### src/rtl/core/mctt_pkg.sv
package mctt_pkg;

  localparam int unsigned IDX_W    = 4;
  localparam int unsigned TAG_OUT_W = 16;
  localparam int unsigned PERIOD_W = 32;

  localparam logic [1:0] OP_CREATE = 2'd0;
  localparam logic [1:0] OP_START  = 2'd1;
  localparam logic [1:0] OP_STOP   = 2'd2;
  localparam logic [1:0] OP_TICK   = 2'd3;

  localparam logic KIND_STATUS = 1'b0;
  localparam logic KIND_EVENT  = 1'b1;

  localparam logic STATUS_OK  = 1'b0;
  localparam logic STATUS_ERR = 1'b1;

  // One result word as it leaves the block
  typedef struct packed {
    logic                 kind;
    logic                 status;
    logic [IDX_W-1:0]     fired_index;
    logic                 deferred;
    logic [TAG_OUT_W-1:0] tag_out;
    logic                 last;
  } result_t;

endpackage

### src/rtl/core/mctt_mem.sv
module mctt_mem #(
  parameter int unsigned DEPTH = 16,
  parameter int unsigned WIDTH = 82,
  parameter int unsigned AW    = 4
) (
  input  logic             clk_i,
  input  logic             we_i,
  input  logic [AW-1:0]    waddr_i,
  input  logic [WIDTH-1:0] wdata_i,
  input  logic [AW-1:0]    raddr_i,
  output logic [WIDTH-1:0] rdata_o
);

  logic [WIDTH-1:0] mem_q [DEPTH];
  logic [WIDTH-1:0] rdata_q;

  always_ff @(posedge clk_i) begin
    if (we_i) begin
      mem_q[waddr_i] <= wdata_i;
    end
  end

  always_ff @(posedge clk_i) begin
    rdata_q <= mem_q[raddr_i];
  end

  assign rdata_o = rdata_q;

endmodule

### src/rtl/core/mctt_out_reg.sv
module mctt_out_reg (
  input  logic              clk_i,
  input  logic              rst_ni,
  input  logic              push_i,
  input  mctt_pkg::result_t res_i,
  output logic              free_o,
  output logic              out_valid_o,
  input  logic              out_stall_i,
  output mctt_pkg::result_t res_o
);
  import mctt_pkg::*;

  logic    valid_q;
  result_t res_q;

  assign free_o = !valid_q || !out_stall_i;

  always_ff @(posedge clk_i or negedge rst_ni) begin
    if (!rst_ni) begin
      valid_q <= 1'b0;
    end else if (free_o) begin
      valid_q <= push_i;
    end
  end

  // payload holds while the receiver stalls
  always_ff @(posedge clk_i) begin
    if (free_o && push_i) begin
      res_q <= res_i;
    end
  end

  assign out_valid_o = valid_q;
  assign res_o       = res_q;

endmodule

### src/rtl/core/multi_channel_tick_timer.sv
// Bank of NUM_TIMERS countdown timers, one-shot or periodic.
// Input channel (in_valid_i / in_stall_o): one word per operation, op_i selects
// create, start, stop or a one-millisecond tick. A word is taken when valid is
// high and stall is low; stall stays high while an operation is in progress.
// Output channel (out_valid_o / out_stall_i): create, start and stop each
// return one status word with last_o set. A tick returns one expiry word per
// timer that reaches zero, in ascending timer index, last_o on the final one;
// a tick with no expiry returns nothing.
// Sequence: a command is accepted, then does one read-modify-write of the
// timer memory. A tick walks the single read port of the timer memory one
// entry per cycle while the output can take its words, and one expiry is held
// back so that the final word can be marked. Output stalls can hold either.
// A result sits in an output register, so a stalled receiver holds the
// sequencer only when a further word has to be placed.
// Reset clears the created and running flags at once; entries of a timer
// never created read as zero, so no clearing pass is needed.
module multi_channel_tick_timer #(
  parameter int unsigned NUM_TIMERS = 16,
  parameter int unsigned TAG_WIDTH  = 16
) (
  input  logic        clk_i,
  input  logic        rst_ni,
  input  logic        in_valid_i,
  output logic        in_stall_o,
  input  logic [1:0]  op_i,
  input  logic [3:0]  timer_index_i,
  input  logic        one_shot_i,
  input  logic        urgent_i,
  input  logic [31:0] period_ms_i,
  input  logic        tag_given_i,
  input  logic [15:0] tag_in_i,
  output logic        out_valid_o,
  input  logic        out_stall_i,
  output logic        kind_o,
  output logic        status_o,
  output logic [3:0]  fired_index_o,
  output logic        deferred_o,
  output logic [15:0] tag_out_o,
  output logic        last_o
);
  import mctt_pkg::*;

  localparam int unsigned IW = (NUM_TIMERS > 1) ? $clog2(NUM_TIMERS) : 1;
  localparam int unsigned CW = $clog2(NUM_TIMERS + 1);

  typedef struct packed {
    logic                 one_shot;
    logic                 urgent;
    logic [PERIOD_W-1:0]  remaining;
    logic [PERIOD_W-1:0]  reload;
    logic [TAG_WIDTH-1:0] tag;
  } entry_t;

  localparam int unsigned EW = $bits(entry_t);

  typedef enum logic [1:0] {
    S_IDLE,
    S_CMD,
    S_SCAN,
    S_FLUSH
  } state_e;

  state_e                state_q;
  logic [CW-1:0]         scan_q;
  logic                  pend_valid_q;
  result_t               pend_q;
  logic [NUM_TIMERS-1:0] created_q;
  logic [NUM_TIMERS-1:0] running_q;

  logic [1:0]            op_q;
  logic [IDX_W-1:0]      idx_q;
  logic                  one_shot_q;
  logic                  urgent_q;
  logic [PERIOD_W-1:0]   period_q;
  logic                  tag_given_q;
  logic [TAG_OUT_W-1:0]  tag_q;

  logic [IW-1:0] cmd_addr;
  logic [IW-1:0] scan_addr;
  logic [IW-1:0] cur_addr;
  logic [IW-1:0] rd_addr;
  logic [EW-1:0] rdata;
  entry_t        ent;
  entry_t        wr_ent;
  logic          mem_we;
  logic [IW-1:0] mem_waddr;

  logic                idx_ok;
  logic                scan_last;
  logic                active;
  logic [PERIOD_W-1:0] dec;
  logic                fire;
  logic                can_adv;
  logic                out_free;
  logic                push;
  result_t             push_res;
  result_t             out_res;
  logic                cmd_status;

  assign in_stall_o = (state_q != S_IDLE);

  assign cmd_addr  = IW'(idx_q);
  assign scan_addr = scan_q[IW-1:0];
  assign cur_addr  = (state_q == S_SCAN) ? scan_addr : cmd_addr;
  assign idx_ok    = (32'(idx_q) < 32'(NUM_TIMERS));
  assign scan_last = (scan_q == CW'(NUM_TIMERS - 1));

  // an entry never created reads as its reset value
  assign ent = created_q[cur_addr] ? entry_t'(rdata) : '0;

  assign active  = running_q[scan_addr] && (ent.remaining != '0);
  assign dec     = ent.remaining - PERIOD_W'(1);
  assign fire    = active && (dec == '0);
  assign can_adv = !fire || !pend_valid_q || out_free;

  always_comb begin
    unique case (state_q)
      S_IDLE: begin
        rd_addr = (op_i == OP_TICK) ? '0 : IW'(timer_index_i);
      end
      S_SCAN: begin
        if (!can_adv) begin
          rd_addr = scan_addr;
        end else if (scan_last) begin
          rd_addr = '0;
        end else begin
          rd_addr = IW'(scan_q + CW'(1));
        end
      end
      default: begin
        rd_addr = cmd_addr;
      end
    endcase
  end

  always_comb begin
    cmd_status = STATUS_OK;
    if (!idx_ok) begin
      cmd_status = STATUS_ERR;
    end else begin
      unique case (op_q)
        OP_CREATE: cmd_status = running_q[cmd_addr] ? STATUS_ERR : STATUS_OK;
        OP_START:  cmd_status = created_q[cmd_addr] ? STATUS_OK : STATUS_ERR;
        OP_STOP:   cmd_status = STATUS_OK;
        OP_TICK:   cmd_status = STATUS_OK;
      endcase
    end
  end

  always_comb begin
    mem_we    = 1'b0;
    mem_waddr = cmd_addr;
    wr_ent    = ent;
    push      = 1'b0;
    push_res  = pend_q;
    unique case (state_q)
      S_IDLE: begin
      end
      S_CMD: begin
        push                 = out_free;
        push_res             = '0;
        push_res.kind        = KIND_STATUS;
        push_res.status      = cmd_status;
        push_res.last        = 1'b1;
        if (op_q == OP_CREATE) begin
          wr_ent.one_shot = one_shot_q;
          wr_ent.urgent   = urgent_q;
        end else begin
          wr_ent.remaining = period_q;
          wr_ent.reload    = period_q;
          if (tag_given_q) begin
            wr_ent.tag = TAG_WIDTH'(tag_q);
          end
        end
        mem_we = out_free && (cmd_status == STATUS_OK) &&
                 ((op_q == OP_CREATE) || (op_q == OP_START));
      end
      S_SCAN: begin
        mem_waddr        = scan_addr;
        mem_we           = active && can_adv;
        wr_ent.remaining = (fire && !ent.one_shot) ? ent.reload : dec;
        // a newer expiry pushes the held one out, not the final word
        push             = fire && pend_valid_q && can_adv;
        push_res.last    = 1'b0;
      end
      S_FLUSH: begin
        push          = pend_valid_q && out_free;
        push_res.last = 1'b1;
      end
    endcase
  end

  mctt_mem #(
    .DEPTH (NUM_TIMERS),
    .WIDTH (EW),
    .AW    (IW)
  ) u_mem (
    .clk_i   (clk_i),
    .we_i    (mem_we),
    .waddr_i (mem_waddr),
    .wdata_i (EW'(wr_ent)),
    .raddr_i (rd_addr),
    .rdata_o (rdata)
  );

  mctt_out_reg u_out (
    .clk_i       (clk_i),
    .rst_ni      (rst_ni),
    .push_i      (push),
    .res_i       (push_res),
    .free_o      (out_free),
    .out_valid_o (out_valid_o),
    .out_stall_i (out_stall_i),
    .res_o       (out_res)
  );

  assign kind_o        = out_res.kind;
  assign status_o      = out_res.status;
  assign fired_index_o = out_res.fired_index;
  assign deferred_o    = out_res.deferred;
  assign tag_out_o     = out_res.tag_out;
  assign last_o        = out_res.last;

  always_ff @(posedge clk_i or negedge rst_ni) begin
    if (!rst_ni) begin
      state_q      <= S_IDLE;
      scan_q       <= '0;
      pend_valid_q <= 1'b0;
      created_q    <= '0;
      running_q    <= '0;
    end else begin
      unique case (state_q)
        S_IDLE: begin
          if (in_valid_i) begin
            scan_q  <= '0;
            state_q <= (op_i == OP_TICK) ? S_SCAN : S_CMD;
          end
        end
        S_CMD: begin
          if (out_free) begin
            state_q <= S_IDLE;
            if (cmd_status == STATUS_OK && idx_ok) begin
              unique case (op_q)
                OP_CREATE: created_q[cmd_addr] <= 1'b1;
                OP_START:  running_q[cmd_addr] <= 1'b1;
                OP_STOP:   running_q[cmd_addr] <= 1'b0;
                OP_TICK:   ;
              endcase
            end
          end
        end
        S_SCAN: begin
          if (can_adv) begin
            if (fire) begin
              pend_valid_q <= 1'b1;
              if (ent.one_shot) begin
                running_q[scan_addr] <= 1'b0;
              end
            end
            if (scan_last) begin
              state_q <= S_FLUSH;
            end else begin
              scan_q <= scan_q + CW'(1);
            end
          end
        end
        S_FLUSH: begin
          if (!pend_valid_q || out_free) begin
            pend_valid_q <= 1'b0;
            state_q      <= S_IDLE;
          end
        end
      endcase
    end
  end

  // input word and held expiry
  always_ff @(posedge clk_i) begin
    if (state_q == S_IDLE && in_valid_i) begin
      op_q        <= op_i;
      idx_q       <= timer_index_i;
      one_shot_q  <= one_shot_i;
      urgent_q    <= urgent_i;
      period_q    <= period_ms_i;
      tag_given_q <= tag_given_i;
      tag_q       <= tag_in_i;
    end
    if (state_q == S_SCAN && can_adv && fire) begin
      pend_q.kind        <= KIND_EVENT;
      pend_q.status      <= STATUS_OK;
      pend_q.fired_index <= IDX_W'(scan_q);
      pend_q.deferred    <= !ent.urgent;
      pend_q.tag_out     <= TAG_OUT_W'(ent.tag);
      pend_q.last        <= 1'b0;
    end
  end

  a_running_created : assert property (@(posedge clk_i) disable iff (!rst_ni)
    (running_q & ~created_q) == '0)
    else $error("timer running without having been created");

  a_pend_in_tick : assert property (@(posedge clk_i) disable iff (!rst_ni)
    pend_valid_q |-> (state_q == S_SCAN || state_q == S_FLUSH))
    else $error("held expiry outside a tick");

  a_flush_last : assert property (@(posedge clk_i) disable iff (!rst_ni)
    (state_q == S_FLUSH && pend_valid_q && out_free) |=>
      (out_valid_o && last_o && kind_o == KIND_EVENT))
    else $error("final expiry of a tick not marked last");

  a_cmd_status : assert property (@(posedge clk_i) disable iff (!rst_ni)
    (state_q == S_CMD && out_free) |=>
      (state_q == S_IDLE && out_valid_o && last_o && kind_o == KIND_STATUS))
    else $error("command did not return a single status word");

endmodule
### config.mk
export PLATFORM = sky130hd
export DESIGN_NAME = multi_channel_tick_timer
export DESIGN_NICKNAME = d
export VERILOG_FILES = /design/src/rtl/core/mctt_pkg.sv /design/src/rtl/core/mctt_mem.sv /design/src/rtl/core/mctt_out_reg.sv /design/src/rtl/core/multi_channel_tick_timer.sv
export SDC_FILE = /design/constraint.sdc
export NUM_CORES = 2
export LEC_CHECK = 0
export BUFFER_PORTS_ARGS = -buffer_cell sky130_fd_sc_hd__buf_4
export CORE_MARGIN = 5
export CORE_UTILIZATION = 59
export DETAILED_ROUTE_END_ITERATION = 16
export HOLD_SLACK_MARGIN = 0.06
export PLACE_DENSITY = 0.72
export SYNTH_ARGS = -nofsm -noshare
export SYNTH_HDL_FRONTEND = slang
export SYNTH_HIERARCHICAL = 1
export SYNTH_SLANG_ARGS = --single-unit
### constraint.sdc
create_clock -name clk_i -period 24.4 [get_ports clk_i]
set_clock_uncertainty 0.15 [all_clocks]
set_input_delay 2.44 -clock clk_i [delete_from_list [all_inputs] [get_ports clk_i]]
set_output_delay 2.44 -clock clk_i [all_outputs]
set_load 0.05 [all_outputs]
Word-level counts from Yosys, hierarchy flattened
Memories as Yosys holds them, arrays and structs flattened. A register that Yosys moved wholly into a read port is not among the register bits.
Index checks and enable logic that the tools add are counted.
{ "word_totals": {"in_bits": 61, "register_bits": 143, "mem_count": 1, "ram_bits": 1312, "output_inout_bits": 26, "word_cells": 151} }
{ "classes": {"bitwise": 7, "n_addsub": 2, "n_reduce_logical": 41, "muxes": 55, "eq_ne": 18, "n_lt_le_gt_ge": 5} }
{ "mem_list": {"columns": ["memory", "words", "word_bits", "rd", "rd_ports_with_merged_regs", "write_ports", "line", "rtl"], "rows": [
  ["u_mem.mem_q", 16, 82, 1, 1, 1, "mctt_mem.sv:14", "logic [WIDTH-1:0] mem_q [DEPTH];"]
]} }
{ "ops": {"columns": ["cell", "count"], "rows": [
  ["$mux 16", 6],
  ["$mux 82", 1],
  ["$mux 80", 1],
  ["$pmux 16 s2", 2],
  ["$pmux 32 s2", 1],
  ["$mux 48", 1],
  ["$and 16x16->16", 2],
  ["$logic_not 32->1", 1],
  ["$mux 32", 1],
  ["$not 16->16", 2],
  ["$or 16x16->16", 2],
  ["$reduce_bool 32->1", 1],
  ["$sub 32x1->32 const B", 1],
  ["$ne 2x2->1 const B", 9],
  ["$bmux 1 s4", 4],
  ["$mux 2", 8],
  ["$mux 4", 4],
  ["$logic_and 1x1->1", 15],
  ["$lt 4x5->1 const B", 3],
  ["$mux 5", 3],
  ["$mux 1", 14],
  ["$reduce_and 4->1", 3],
  ["$eq 2x2->1 const B", 5],
  ["$pmux 5 s2", 1],
  ["other kinds (18)", 37]
]} }

Longest topological paths before layout
{ "depth": {"word_depth": 15, "ltp_mapped": 28, "mapped_depth_nobuf": 21} }

By module
Netlist, hierarchy kept.
{ "by_module_without_submodules": {"columns": ["module", "cells_per_inst", "area_each_um2", "instances"], "rows": [
  ["mctt_mem", 2103, 50683.6, 1],
  ["multi_channel_tick_timer", 1002, 8931.1, 1],
  ["mctt_out_reg", 28, 768.2, 1]
]} }

Worst setup path after synthesis
OpenSTA, ideal clock, no wires.
{ "synth_timing": {"path_kind": "flip-flop to flip-flop", "startpoint": "register state_q[0]", "endpoint": "memory u_mem.mem_q[0][0] (enable)", "setup_slack_ns": 13.280, "setup_ns": 0.623, "stages_incl_launch_ff": 24, "arrival_time_ns": 10.347, "synth_period_minus_slack_ns": 11.120, "required_ns": 23.627, "cell_sequence": "dfrtp_1 > inv_1 > ha_1 > buf_6 > mux2i_4 > mux4_2 > a22oi_2 > nand3_1 > clkbuf_1 > clkbuf_1 > buf_1 > nand2_1 > ha_1 > inv_1 > buf_2 > or3_1 > o211ai_1 > nor4_4 > nand4b_4 > nor3_4 > o32ai_1 > and2_1 > or3b_2 > nor3_1"} }
{ "synth_between": {"elab_chain_len": 15, "elab_cells_between_ends": 18, "cone_classes": "add/sub (1); eq/ne (2); mux (7); reduce/logical (8)"} }
{ "synth_lines": {"columns": ["element", "line", "rtl"], "rows": [
  ["start: declaration", "multi_channel_tick_timer.sv:63", "state_e state_q;"],
  ["start signal: assignment", "multi_channel_tick_timer.sv:236", "state_q <= (op_i == OP_TICK) ? S_SCAN : S_CMD;"],
  ["$eq 2x2->1", "multi_channel_tick_timer.sv:104, multi_channel_tick_timer.sv:156", null],
  ["$mux 4", "multi_channel_tick_timer.sv:104", "assign cur_addr = (state_q == S_SCAN) ? scan_addr : cmd_addr;"],
  ["$bmux 1 s4", "multi_channel_tick_timer.sv:109", "assign ent = created_q[cur_addr] ? entry_t'(rdata) : '0;"],
  ["$mux 1 (not written as such)", "multi_channel_tick_timer.sv:109", null],
  ["$mux 82", "multi_channel_tick_timer.sv:109", null],
  ["$sub 32x1->32 / $reduce_bool 32->1 (equally long branches)", "multi_channel_tick_timer.sv:112, multi_channel_tick_timer.sv:111", null],
  ["$logic_not 32->1 / $logic_and 1x1->1 (equally long branches)", "multi_channel_tick_timer.sv:113, multi_channel_tick_timer.sv:111", null],
  ["$logic_and 1x1->1", "multi_channel_tick_timer.sv:113", "assign fire = active && (dec == '0);"],
  ["$logic_not 1->1", "multi_channel_tick_timer.sv:114", "assign can_adv = !fire || !pend_valid_q || out_free;"],
  ["$logic_or 1x1->1 (2 in a row)", "multi_channel_tick_timer.sv:114", null],
  ["$logic_and 1x1->1", "multi_channel_tick_timer.sv:180", "mem_we = active && can_adv;"],
  ["$pmux 1 s2 (*)", "multi_channel_tick_timer.sv:156", "unique case (state_q)"],
  ["named net mem_we", "multi_channel_tick_timer.sv:85", "logic mem_we;"],
  ["$mux 1 (*)", "mctt_mem.sv:18", "if (we_i) begin"],
  ["$mux 1 (not written as such) (*)", "mctt_mem.sv:19", "mem_q[waddr_i] <= wdata_i;"],
  ["end: declaration", "mctt_mem.sv:14", null]
]} }
Mark *: on every way through the listed nets, which the timed path passes. The rest lies on a longest branch. The select of a mux whose other input is x is not followed.

Worst setup path in the final report
{ "layout_timing": {"startpoint": "register state_q[0]", "endpoint": "register u_mem.rdata_q[64] (netlist: u_mem/rdata_o[64]) (read register of u_mem.mem_q)"} }
{ "layout_between": {"elab_chain_len": 13, "elab_cells_between_ends": 16, "cone_classes": "add/sub (1); eq/ne (1); mux (6); reduce/logical (8)"} }
{ "layout_lines": {"columns": ["element", "line", "rtl"], "rows": [
  ["$eq 2x2->1", "multi_channel_tick_timer.sv:104, multi_channel_tick_timer.sv:117", null],
  ["$mux 4", "multi_channel_tick_timer.sv:104", null],
  ["$bmux 1 s4", "multi_channel_tick_timer.sv:109", null],
  ["$mux 1 (not written as such)", "multi_channel_tick_timer.sv:109", null],
  ["$mux 82", "multi_channel_tick_timer.sv:109", null],
  ["$sub 32x1->32 / $reduce_bool 32->1 (equally long branches)", "multi_channel_tick_timer.sv:112, multi_channel_tick_timer.sv:111", null],
  ["$logic_not 32->1 / $logic_and 1x1->1 (equally long branches)", "multi_channel_tick_timer.sv:113, multi_channel_tick_timer.sv:111", null],
  ["$logic_and 1x1->1", "multi_channel_tick_timer.sv:113", null],
  ["$logic_not 1->1", "multi_channel_tick_timer.sv:114", null],
  ["$logic_or 1x1->1 (2 in a row)", "multi_channel_tick_timer.sv:114", null],
  ["$mux 4", "multi_channel_tick_timer.sv:122", "if (!can_adv) begin"],
  ["$pmux 4 s2 (*)", "multi_channel_tick_timer.sv:117", "unique case (state_q)"],
  ["named net rd_addr[1]", "multi_channel_tick_timer.sv:81", "logic [IW-1:0] rd_addr;"],
  ["end: declaration", "mctt_mem.sv:15", "logic [WIDTH-1:0] rdata_q;"]
]} }
Marks and branches as above.
A chain may end at the register's enable or synchronous reset.

==> key figures <==
Setup path
  – Max stage delay on crit path: 0.91 ns
  – CP required: 24.90 ns
  – Reg2Reg Launch Point: state_q[0]
  – Slowest cell on crit path: buf_4
  – Worst r2r dst: u_mem/rdata_o[64]
  – Top Family by Delay on Critical Path: buffers and inverters
  – Crit end category: flop
  – Worst R2R Setup Slack: 13.41 ns
  – WP data arrival: 11.48 ns
  – Buf/Inv on CP: 7
  – Worst path most repeated cell: buf_4
  – Max FO, Critical Path: 150
  – Crit path kind: reg -> reg
  – CP Launch Type: flop
  – R2R cell count: 25

Floorplan
  – Die width: 330 um
  – Core area: 102000 sq um
  – Ports: 87
  – Die height: 330 um
  – Initial Util: 59.3%
  – # rows: 117
  – Die footprint: 109000 sq um

Synth
  – Synth Cell Area: 60400 sq um
  – Library cells used by synthesis: 82
  – Register area share after synthesis: 74.7%
  – Synth Register Bits: 1537
  – Post-synth top cells: 1414 x edfxtp_1, 345 x mux4_2, 220 x nand2_1
  – Main synth FF type: edfxtp_1
  – Number of synthesized flops with an enable pin: 1414
  – Yosys top cell by area: edfxtp_1
  – Syn_nets: 3207
  – Asr flop ratio synth: 2.67%
  – Top-area cell type share of the netlist area: 70.3%
  – Syn Inst Count: 3133
  – Top post-synthesis cells by area: edfxtp_1 70%, mux4_2 13%, dfxtp_1 2.7%
  – Yosys Warn Count: 6
  – Syn_area_per_cell: 19.3 sq um
  – Top-count cell post-synth: edfxtp_1

STA
  – Tcrit/Tclk final: 45.0%
  – F_max: 0.0910 GHz
  – Max Slew Vio Count: 0
  – Period minus WS final: 10.99 ns
  – Slew headroom: 11.8%
  – TNS Setup: 0 ns
  – Hold Violations, Final: 0
  – Setup violators final: 0
  – Worst Max-Slew Pin Slew: 1.32 ns
  – Unrepaired setup endpoints after global routing: no
  – Hold_ws: 0.332 ns

Detailed routing
  – TritonRoute pass-1 iters: 6
  – Avg WL per Cell: 30.7 um
  – Post-route ant nets: 0
  – Vias/cell: 6.72
  – Final WL: 146000 um
  – DRC errors left: 0
  – DRT iter0 DRCs: 4298
  – Routed vias: 32003

CTS
  – Clock tree buffer depth: 3
  – Post-CTS resize count: 0
  – CTS clk-pin slew, worst paths: 0.06 ns
  – Root buffer cell: clkbuf_16
  – Hold bufs inserted after CTS: 0
  – Htree depth: 4
  – Clock Latency Late Sink: 0.77 ns
  – # clock sinks: 1537
  – Post-CTS Setup Inserts: 0
  – TritonCTS clock tree: done
  – CTS Buf Count: 151

Pwr
  – Power per cell area: 130 nW/um^2
  – VDD IR-drop max: 0.000136 V
  – Clock power share: 26.4%
  – Comb pwr share: 32.3%
  – Switch share: 33.2%
  – Sequential share of power: 41.3%
  – Int Power: 5.88 mW
  – Total Power: 8.80 mW
  – Leakage: 22.3 nW
  – Switch Pwr: 2.92 mW

Layout
  – Fillers: 6478
  – Area Overhead vs Synth: 12.0%
  – Area of the multi-input gates: 14500 sq um
  – NumNets Final: 3339
  – Share of cells above drive strength 1: 24.0%
  – Seq. cell area: 45100 sq um

Global routing
  – Initial antenna violation count: 3
  – Total track usage: 27.1%
  – Grt ovf: 0
  – Number of global-route vias before repair: 32376
  – Largest net degree at the start of global routing: 151
  – First-pass GRT wire length: 215000 um

Place
  – # port buffers: 86
  – Final Wtd Congestion: 0.883
  – HPWL after DPL: 78500 um

Min path
  – Hold Crit Start: created_q[4]
  – WHS Endpoint: created_q[4]
  – HP Class: reg -> reg
  – WHS Path Cells: 1

Flow run
  – Max-cap violation count: 0

Status
  – Status: completed
[power by group through the flow]
stage | registers, mW | clock network [mW] | logic (mW)
after global routing | 3.65 | 2.47 | 3.04
final | 3.64 | 2.32 | 2.84
after global placement | 3.68 | 0 | 2.72
after floorplan | 3.61 | 0 | 2.10
after detailed placement | 3.68 | 0 | 2.81
after CTS | 3.63 | 2.34 | 2.83
[worst reg2reg max path, delay by kind of cell, from the launching register on]
family,cells,cell delay [ns]
compound gates,4,0.97
fa+ha+maj,2,0.90
buf+inv,7,4.28
flops,1,0.40
mux,4,1.68
simple gates,8,2.48
[layout make-up]
cell class	count	share of cell area, %
inverter	20	0.111
tap	1368	2.53
clock inverter	92	1.46
clock buffer	191	6.00
multi-input combinational	1395	21.4
sequential	1537	66.7
antenna	2	0.00740
timing repair buffer	160	1.81
[layout by cell type (no fill, tap or decap), types with 14 or more instances in the layout]
cell type	n
nor3_1	22
nor2b_1	43
clkbuf_16	151
clkbuf_1	27
edfxtp_1	1414
o21ai_0	42
nor2_1	71
inv_1	19
clkinv_2	29
clkinv_1	27
nand2b_1	14
nor2_4	14
dfxtp_1	82
nand2_1	220
mux4_2	345
mux2_2	20
nand3_1	38
a22oi_1	186
and2_1	26
buf_4	158
dfrtp_1	41
a21o_1	35
a21oi_1	104
[through the flow]
step	setup WS, ns	util [%]	cells	area [sq um]
2_1_floorplan	13.28	-	3133	60400
3_3_place_gp	13.91	61.5	4480	62600
3_5_place_dp	13.52	61.5	4480	62600
4_1_cts	13.45	66.5	4763	67600
5_1_grt	12.62	66.5	4763	67600
6_report	13.41	66.5	4765	67700
[metal layers]
metal / vias up / wire length (um) / track usage (%)
li1: 13110 / - / -
met1: 16710 / 56600 / 39.3
met2: 1920 / 70500 / 42.8
met3: 263 / 16000 / 6.19
met4: 0 / 3330 / 7.25
met5: - / 0 / 0
[worst max path at each step]
stage / from / end / slack (ns) / depth (start not counted)
floorplan: state_q[0] / u_mem/mem_q[0][0] / 13.28 / 23
global placement: state_q[0] / u_mem/rdata_o[21] / 13.91 / 25
detailed placement: state_q[0] / u_mem/rdata_o[32] / 13.52 / 24
CTS: state_q[0] / u_mem/rdata_o[46] / 13.45 / 24
global route: state_q[0] / u_mem/rdata_o[20] / 12.62 / 24
finish: state_q[0] / u_mem/rdata_o[64] / 13.41 / 25
[cell families after synthesis]
family                     count (synthesis)  synth area share, %
buffers and inverters                    201                 1.67
xor gates and xnor gates                   7                0.102
adders and majority gates                 13                0.269
and+or+nand+nor                          529                 4.37
AOI/OAI and AO/OA                        467                 5.36
DFF                                     1537                 74.7
muxes                                    379                 13.5
[registers in the layout, summed over array words and instances, names as in the netlist, 2 cells and up, named ones only]
register       count
cmd_addr           4
created_q         16
op_q               2
pend_q            21
period_q          32
scan_q             5
state_q            2
tag_q             16
u_mem/mem_q     1312
u_mem/rdata_o     82
u_out/res_o       24
(Power assumes the default switching activity.)
